File: config.mk
export PLATFORM = sky130hd
export DESIGN_NAME = masked_and_gadget_8_share
export DESIGN_NICKNAME = d
export VERILOG_FILES = /design/src/sv/mag8_pkg.sv /design/src/sv/mag8_lane_store.sv /design/src/sv/mag8_share_calc.sv /design/src/sv/masked_and_gadget_8_share.sv
export SDC_FILE = /design/constraint.sdc
export NUM_CORES = 2
export LEC_CHECK = 0
export BUFFER_PORTS_ARGS = -buffer_cell sky130_fd_sc_hd__buf_2
export CAP_MARGIN = 20
export CORE_MARGIN = 4
export CORE_UTILIZATION = 25
export CTS_CLUSTER_DIAMETER = 50
export DETAILED_ROUTE_END_ITERATION = 10
export PLACE_DENSITY = 0.47
export SETUP_SLACK_MARGIN = 0.4
export SYNTH_ARGS = -nofsm -noshare
export SYNTH_HDL_FRONTEND = slang
export SYNTH_SLANG_ARGS = --single-unit
File: constraint.sdc
create_clock -name clk -period 57.2 [get_ports clk]
set_input_delay 11.44 -clock clk [delete_from_list [all_inputs] [get_ports clk]]
set_output_delay 11.44 -clock clk [all_outputs]
set_load 0.01 [all_outputs]
File: src/sv/mag8_pkg.sv
// ----------------------------------------------------------------------------
// mag8_pkg
// Shared types and constants for the eight-share masked AND gadget.
// ----------------------------------------------------------------------------
package mag8_pkg;

    localparam int LANES  = 8;
    localparam int LANE_W = 3;

    // Shift-line positions seen by the share datapath: current lane, then
    // lanes k-1 .. k-4 (the line rotates so the current lane sits at 0).
    localparam int NUM_TAPS = 5;
    localparam logic [LANE_W-1:0] TAP_IDX [NUM_TAPS] = '{3'd0, 3'd7, 3'd6, 3'd5, 3'd4};

    localparam logic [LANE_W-1:0] LAST_LANE = 3'(LANES - 1);
    localparam logic [LANE_W-1:0] FIRST_LANE = '0;

    // Every fourth lane gets no extra mask word.
    localparam logic [1:0] NO_EXTRA_SLOT = 2'd3;

    typedef struct packed {
        logic shift;     // advance the shift lines by one lane
        logic load;      // shift in a new lane from the input port
        logic first;     // the loaded lane is lane 0: capture extra words
    } mag8_store_ctl_t;

endpackage

File: src/sv/mag8_lane_store.sv
// ----------------------------------------------------------------------------
// mag8_lane_store
// Eight-lane shift lines for the x, y, r, rtag and refresh shares plus the
// three extra mask words. Loads shift in at the top; during emission the
// lines rotate so the current lane always sits at position 0.
// ----------------------------------------------------------------------------
module mag8_lane_store
    import mag8_pkg::*;
#(
    parameter int WORD_WIDTH = 64
)
(
    input  logic                  clk,
    input  mag8_store_ctl_t       ctl,
    input  logic [WORD_WIDTH-1:0] x_in,
    input  logic [WORD_WIDTH-1:0] y_in,
    input  logic [WORD_WIDTH-1:0] r_in,
    input  logic [WORD_WIDTH-1:0] rtag_in,
    input  logic [WORD_WIDTH-1:0] refr_in,
    input  logic [WORD_WIDTH-1:0] e0_in,
    input  logic [WORD_WIDTH-1:0] e1_in,
    input  logic [WORD_WIDTH-1:0] e2_in,
    output logic [WORD_WIDTH-1:0] x_tap    [NUM_TAPS-1],
    output logic [WORD_WIDTH-1:0] y_tap    [NUM_TAPS],
    output logic [WORD_WIDTH-1:0] refr_tap [NUM_TAPS],
    output logic [WORD_WIDTH-1:0] r_tap    [2],
    output logic [WORD_WIDTH-1:0] rtag_tap [2],
    output logic [WORD_WIDTH-1:0] extra    [3]
);

    logic [WORD_WIDTH-1:0] x_reg    [LANES];
    logic [WORD_WIDTH-1:0] y_reg    [LANES];
    logic [WORD_WIDTH-1:0] r_reg    [LANES];
    logic [WORD_WIDTH-1:0] rtag_reg [LANES];
    logic [WORD_WIDTH-1:0] refr_reg [LANES];
    logic [WORD_WIDTH-1:0] extra_reg [3];

    always_ff @(posedge clk)
    begin
        if (ctl.shift)
        begin
            for (int i = 0; i < LANES - 1; i++)
            begin
                x_reg[i]    <= x_reg[i+1];
                y_reg[i]    <= y_reg[i+1];
                r_reg[i]    <= r_reg[i+1];
                rtag_reg[i] <= rtag_reg[i+1];
                refr_reg[i] <= refr_reg[i+1];
            end
            x_reg[LANES-1]    <= ctl.load ? x_in    : x_reg[0];
            y_reg[LANES-1]    <= ctl.load ? y_in    : y_reg[0];
            r_reg[LANES-1]    <= ctl.load ? r_in    : r_reg[0];
            rtag_reg[LANES-1] <= ctl.load ? rtag_in : rtag_reg[0];
            refr_reg[LANES-1] <= ctl.load ? refr_in : refr_reg[0];
        end
        if (ctl.load && ctl.first)
        begin
            extra_reg[0] <= e0_in;
            extra_reg[1] <= e1_in;
            extra_reg[2] <= e2_in;
        end
    end

    always_comb
    begin
        for (int d = 0; d < NUM_TAPS; d++)
        begin
            y_tap[d]    = y_reg[TAP_IDX[d]];
            refr_tap[d] = refr_reg[TAP_IDX[d]];
        end
        for (int d = 0; d < NUM_TAPS - 1; d++)
        begin
            x_tap[d] = x_reg[TAP_IDX[d]];
        end
        for (int d = 0; d < 2; d++)
        begin
            r_tap[d]    = r_reg[TAP_IDX[d]];
            rtag_tap[d] = rtag_reg[TAP_IDX[d]];
        end
        for (int i = 0; i < 3; i++)
        begin
            extra[i] = extra_reg[i];
        end
    end

endmodule

File: src/sv/mag8_share_calc.sv
// ----------------------------------------------------------------------------
// mag8_share_calc
// One output share: refresh of x for lanes k..k-3, cross products with y and
// the r / rtag masks, all from fixed shift-line taps.
// ----------------------------------------------------------------------------
module mag8_share_calc
    import mag8_pkg::*;
#(
    parameter int WORD_WIDTH = 64
)
(
    input  logic [LANE_W-1:0]     lane,
    input  logic [WORD_WIDTH-1:0] x_tap    [NUM_TAPS-1],
    input  logic [WORD_WIDTH-1:0] y_tap    [NUM_TAPS],
    input  logic [WORD_WIDTH-1:0] refr_tap [NUM_TAPS],
    input  logic [WORD_WIDTH-1:0] r_tap    [2],
    input  logic [WORD_WIDTH-1:0] rtag_tap [2],
    input  logic [WORD_WIDTH-1:0] extra    [3],
    output logic [WORD_WIDTH-1:0] z
);

    logic [WORD_WIDTH-1:0] xr  [NUM_TAPS-1];
    logic [WORD_WIDTH-1:0] e_w [NUM_TAPS-1];
    logic [LANE_W-1:0]     src [NUM_TAPS-1];

    always_comb
    begin
        for (int d = 0; d < NUM_TAPS - 1; d++)
        begin
            src[d] = lane - LANE_W'(d);
            // extra word pattern repeats every four lanes
            if (src[d][1:0] == NO_EXTRA_SLOT)
            begin
                e_w[d] = '0;
            end
            else
            begin
                e_w[d] = extra[src[d][1:0]];
            end
            xr[d] = x_tap[d] ^ refr_tap[d] ^ refr_tap[d+1] ^ e_w[d];
        end

        z = r_tap[0] ^ r_tap[1] ^ rtag_tap[0] ^ rtag_tap[1];
        for (int d = 0; d < NUM_TAPS; d++)
        begin
            z = z ^ (xr[0] & y_tap[d]);
        end
        for (int d = 1; d < NUM_TAPS - 1; d++)
        begin
            z = z ^ (xr[d] & y_tap[0]);
        end
    end

endmodule

File: src/sv/masked_and_gadget_8_share.sv
// ----------------------------------------------------------------------------
// masked_and_gadget_8_share
// Eight-share masked AND of WORD_WIDTH-bit words with x refresh.
// ----------------------------------------------------------------------------
//  channel | handshake            | payload
//  --------+----------------------+-------------------------------------------
//  in      | in_valid / in_ready  | x_share y_share rand_r rand_rtag
//          |                      | rand_refresh extra_zero extra_one extra_two
//  out     | out_valid / out_ready| z_share last
//
//  Eight load transfers, one per cycle while in_valid is high, fill the lane
//  shift lines; then eight shares leave one per cycle from the output register
//  while out_ready allows, all computed by the single shared share datapath.
//  in_ready is low while the batch drains; the next batch may start loading
//  while the final share still waits in the output register.
//  A stalled out_ready holds the output register and pauses the drain.
//  Reset clears the lane counter, phase and output valid; stores are not reset.
// ----------------------------------------------------------------------------
module masked_and_gadget_8_share
    import mag8_pkg::*;
#(
    parameter int WORD_WIDTH = 64
)
(
    input  logic                  clk,
    input  logic                  rst_n,
    input  logic                  in_valid,
    output logic                  in_ready,
    input  logic [WORD_WIDTH-1:0] x_share,
    input  logic [WORD_WIDTH-1:0] y_share,
    input  logic [WORD_WIDTH-1:0] rand_r,
    input  logic [WORD_WIDTH-1:0] rand_rtag,
    input  logic [WORD_WIDTH-1:0] rand_refresh,
    input  logic [WORD_WIDTH-1:0] extra_zero,
    input  logic [WORD_WIDTH-1:0] extra_one,
    input  logic [WORD_WIDTH-1:0] extra_two,
    output logic                  out_valid,
    input  logic                  out_ready,
    output logic [WORD_WIDTH-1:0] z_share,
    output logic                  last
);

    localparam logic PH_LOAD = 1'b0;
    localparam logic PH_EMIT = 1'b1;

    logic                  phase_reg, phase_next;
    logic [LANE_W-1:0]     lane_reg, lane_next;
    logic                  out_valid_reg, out_valid_next;
    logic [WORD_WIDTH-1:0] z_reg;
    logic                  last_reg;

    logic                  in_xfer;
    logic                  emit_fire;
    mag8_store_ctl_t       ctl;
    logic [WORD_WIDTH-1:0] z_calc;

    logic [WORD_WIDTH-1:0] x_tap    [NUM_TAPS-1];
    logic [WORD_WIDTH-1:0] y_tap    [NUM_TAPS];
    logic [WORD_WIDTH-1:0] refr_tap [NUM_TAPS];
    logic [WORD_WIDTH-1:0] r_tap    [2];
    logic [WORD_WIDTH-1:0] rtag_tap [2];
    logic [WORD_WIDTH-1:0] extra    [3];

    assign in_ready  = (phase_reg == PH_LOAD);
    assign in_xfer   = in_valid && in_ready;
    assign emit_fire = (phase_reg == PH_EMIT) && (!out_valid_reg || out_ready);

    always_comb
    begin
        ctl.load  = in_xfer;
        ctl.shift = in_xfer || emit_fire;
        ctl.first = (lane_reg == FIRST_LANE);
    end

    mag8_lane_store #(.WORD_WIDTH(WORD_WIDTH)) u_store (
        .clk      (clk),
        .ctl      (ctl),
        .x_in     (x_share),
        .y_in     (y_share),
        .r_in     (rand_r),
        .rtag_in  (rand_rtag),
        .refr_in  (rand_refresh),
        .e0_in    (extra_zero),
        .e1_in    (extra_one),
        .e2_in    (extra_two),
        .x_tap    (x_tap),
        .y_tap    (y_tap),
        .refr_tap (refr_tap),
        .r_tap    (r_tap),
        .rtag_tap (rtag_tap),
        .extra    (extra)
    );

    mag8_share_calc #(.WORD_WIDTH(WORD_WIDTH)) u_calc (
        .lane     (lane_reg),
        .x_tap    (x_tap),
        .y_tap    (y_tap),
        .refr_tap (refr_tap),
        .r_tap    (r_tap),
        .rtag_tap (rtag_tap),
        .extra    (extra),
        .z        (z_calc)
    );

    always_comb
    begin
        phase_next     = phase_reg;
        lane_next      = lane_reg;
        out_valid_next = out_valid_reg;
        if (in_xfer || emit_fire)
        begin
            lane_next = lane_reg + 1'b1;
            if (lane_reg == LAST_LANE)
            begin
                phase_next = in_xfer ? PH_EMIT : PH_LOAD;
            end
        end
        if (emit_fire)
        begin
            out_valid_next = 1'b1;
        end
        else if (out_ready)
        begin
            out_valid_next = 1'b0;
        end
    end

    always_ff @(posedge clk or negedge rst_n)
    begin
        if (!rst_n)
        begin
            phase_reg     <= PH_LOAD;
            lane_reg      <= '0;
            out_valid_reg <= 1'b0;
        end
        else
        begin
            phase_reg     <= phase_next;
            lane_reg      <= lane_next;
            out_valid_reg <= out_valid_next;
        end
    end

    always_ff @(posedge clk)
    begin
        if (emit_fire)
        begin
            z_reg    <= z_calc;
            last_reg <= (lane_reg == LAST_LANE);
        end
    end

    assign out_valid = out_valid_reg;
    assign z_share   = z_reg;
    assign last      = last_reg;

endmodule

==> run summary <==
TritonCTS clock tree: built
clock root cell: sky130_fd_sc_hd__clkbuf_16
relative max-transition margin: 0.2638
proportion of synthesized chip area in sequential cells: 0.7849
synthesized net count: 6209
Vias per Instance: 4.127
area of the die: 0.4423 mm²
final-report setup violation count: 0
critical path endpoint category: flop
count of hold buffers inserted by post-cts repair: 0
Worst Path Arrival: 17790 ps
actual transition at the worst max-transition pin: 1104 ps
worst setup slack for register-to-register paths: 49840 ps
post-placement cell area: 0.1177 mm²
area delta synth->final: 19.91%
placer congestion estimate: 0.8016
CP Data Required Time: 57690 ps
Post-DP HPWL: 177.9 mm
CP Max Fanout: 178
share of async-settable or async-resettable flops after synthesis: 0.001772
Period Utilization, post-route: 0.3025
Core Region: 0.4306 mm²
Unique masters post-synth: 54
nature of the critical path startpoint: input pin
max-slew violation count: 0
number of post-CTS setup repair buffers: 0
number of instances in the placed design: 11890
number of buffer cells added on primary ports: 582
largest net degree at the start of global routing: 191
number of synthesis warnings: 0
aggregate global routing overflow: 0
CP Class: input pin to flop
synthesized netlist cell count: 5687
I/O Pins: 583
worst min path class: flop to flop
via total after detailed routing: 51900
shortest clock period the worst path allows after layout: 17300 ps
Avg Inst Size Synth: 18.98 µm²
width of the chip: 665.1 µm
post-synth top area cell: sky130_fd_sc_hd__edfxtp_1
top cells by area, synth: sky130_fd_sc_hd__edfxtp_1 78%, sky130_fd_sc_hd__xnor2_1 7.6%, sky130_fd_sc_hd__mux2_2 4.8%
clock buffer depth: 4
global-route wire length before repair: 379.6 mm
wire per inst: 21.57 µm
layout cell share with drive strength beyond 1: 0.2566
final wirelength: 271.3 mm
clock buffer count from CTS: 351
number of iterations in the first detailed-routing pass: 5
htree depth: 5
layout net count: 7054
total non-filler cell area in the finished layout: 0.1294 mm²
number of placement rows: 241
aggregate global-route resource usage: 0.1172
clock slew at reported path FFs: 60 ps
post-synthesis instance area: 0.1079 mm²
Max Cap Violations: 0
maximum clock skew at final layout: 73.40 ps
overall die height: 665.1 µm
clock network latency to the later pin of the worst-skew pair: 910 ps
post-detailed-route DRC marker count: 0
#FFs+latches synth: 2822
final hold violation count: 0
final-layout setup total negative slack: 0 ps
unrepaired setup endpoints after global routing: no
starting utilization of the core area: 0.2507
number of gates given a new drive strength after cts: 0
Post-synth top flop: sky130_fd_sc_hd__edfxtp_1
proportion of netlist area held by the largest area contributor: 0.7838
TritonCTS sink count: 2822
number of antenna violations at the first check in global routing: 139
vias in the first global route: 52170
Non-Filler Instances: 12580
top achievable clock speed: 57.79 MHz
count of antenna-violating nets left after detailed routing: 0
run status: finished clean
EDFF count, synth: 2817
count of routing violations after the opening detailed-route iteration: 4553
-- routing by layer --
| layer | routed length [µm] | GRT usage | vias up |
|---|---|---|---|
| li1 | - | - | 23380 |
| met1 | 120100 | 0.1540 | 26460 |
| met2 | 126200 | 0.1874 | 1365 |
| met3 | 11130 | 0.01876 | 687 |
| met4 | 13820 | 0.05880 | 10 |
| met5 | 63 | 0 | - |
-- worst max-delay path: stages --
cell                         delay (ps)
sky130_fd_sc_hd__buf_2              110
sky130_fd_sc_hd__nand2b_1           170
sky130_fd_sc_hd__and2_4             740
sky130_fd_sc_hd__nor2_1             290
sky130_fd_sc_hd__clkinvlp_4         280
sky130_fd_sc_hd__buf_4              620
sky130_fd_sc_hd__buf_12             680
sky130_fd_sc_hd__buf_4              760
sky130_fd_sc_hd__buf_4              700
sky130_fd_sc_hd__buf_4              770
sky130_fd_sc_hd__buf_4              750
-- through the flow --
| step | worst slack, ps | utilization | hold slack, ps |
|---|---|---|---|
| detailed placement | 38860 | 0.2733 | 404.5 |
| finish | 39900 | 0.3006 | 373.4 |
| floorplan | 4806 | - | 400.3 |
| global placement | 39160 | 0.2733 | 400.3 |
| global route | 39440 | 0.3005 | 369.7 |
| CTS | 39890 | 0.3000 | 364.9 |
-- synth_stat cells, types with 5 or more instances --
cell                       instances
sky130_fd_sc_hd__nand2b_1         34
sky130_fd_sc_hd__xor2_1          148
sky130_fd_sc_hd__xnor3_1          12
sky130_fd_sc_hd__a211oi_2         11
sky130_fd_sc_hd__o211a_1          11
sky130_fd_sc_hd__mux2i_1          80
sky130_fd_sc_hd__xnor2_1         938
sky130_fd_sc_hd__or3_1            63
sky130_fd_sc_hd__ha_1              6
sky130_fd_sc_hd__buf_2            42
sky130_fd_sc_hd__a22oi_1          92
sky130_fd_sc_hd__nor4_1           11
sky130_fd_sc_hd__a211o_1          22
sky130_fd_sc_hd__o32a_1           11
sky130_fd_sc_hd__a21oi_1         178
sky130_fd_sc_hd__a211oi_1         22
sky130_fd_sc_hd__a21oi_2          10
sky130_fd_sc_hd__mux2_2          461
sky130_fd_sc_hd__nor3_1           11
sky130_fd_sc_hd__dfrtp_1           5
sky130_fd_sc_hd__buf_8             5
sky130_fd_sc_hd__o21ai_0          59
sky130_fd_sc_hd__nand3_1          13
sky130_fd_sc_hd__clkbuf_1         77
sky130_fd_sc_hd__or4_1            11
sky130_fd_sc_hd__edfxtp_1       2817
sky130_fd_sc_hd__o211ai_1         23
sky130_fd_sc_hd__buf_6            18
sky130_fd_sc_hd__buf_4            14
sky130_fd_sc_hd__a22oi_2          30
sky130_fd_sc_hd__and3_1           11
sky130_fd_sc_hd__o21a_1           11
sky130_fd_sc_hd__nor2_1          165
sky130_fd_sc_hd__mux2_4           35
sky130_fd_sc_hd__nand2_1         191
-- cell families after synthesis --
| logic type | count (synthesis) | share of synthesized area |
|---|---|---|
| flip-flops | 2822 | 0.7849 |
| XOR/XNOR | 1098 | 0.09063 |
| multiplexers | 580 | 0.06080 |
| AND/OR/NAND/NOR | 519 | 0.02183 |
| AO/OA/AOI/OAI | 492 | 0.03182 |
| buffers and inverters | 170 | 0.009297 |
| adder cells (fa/ha/maj) | 6 | 0.0006955 |
-- area by class of cell --
| class | count | area, µm² |
|---|---|---|
| diodes | 54 | 135.1 |
| clock buffers | 412 | 9107 |
| clock inverters | 222 | 2375 |
| fillers | 42200 | 301200 |
| well taps | 5710 | 7144 |
| flip-flops and latches | 2822 | 84720 |
| inverters | 5 | 27.53 |
| multi-input cells | 2695 | 22300 |
| repair buffers | 657 | 3606 |
-- final timing paths --
kind | from | end | cells past startpoint
min in group asynchronous | rst_n | lane_reg[2] | 1
hold reg to reg | u_store.x_reg[0][156] | u_store.x_reg[0][92] | 0
max in group asynchronous | rst_n | out_valid | 1
hold / removal | u_store.x_reg[0][156] | u_store.x_reg[0][92] | 0
setup reg to reg | phase_reg | u_store.r_reg[0][103] | 9
setup / recovery | out_ready | u_store.r_reg[0][103] | 11
-- cell usage in the layout (no fill, tap or decap), types with 67 or more instances in the layout --
master and instances:
sky130_fd_sc_hd__buf_2 582, sky130_fd_sc_hd__mux2_2 461, sky130_fd_sc_hd__a22oi_1 92, sky130_fd_sc_hd__clkbuf_16 355, sky130_fd_sc_hd__buf_4 67, sky130_fd_sc_hd__nand2_1 191, sky130_fd_sc_hd__nor2_1 165, sky130_fd_sc_hd__a21oi_1 177
sky130_fd_sc_hd__xnor2_1 938, sky130_fd_sc_hd__mux2i_1 80, sky130_fd_sc_hd__xor2_1 148, sky130_fd_sc_hd__edfxtp_1 2817
Power is left out: the tool's default activity adds up to more than one toggle a clock period on the data nets, which glitch-free logic cannot reach.
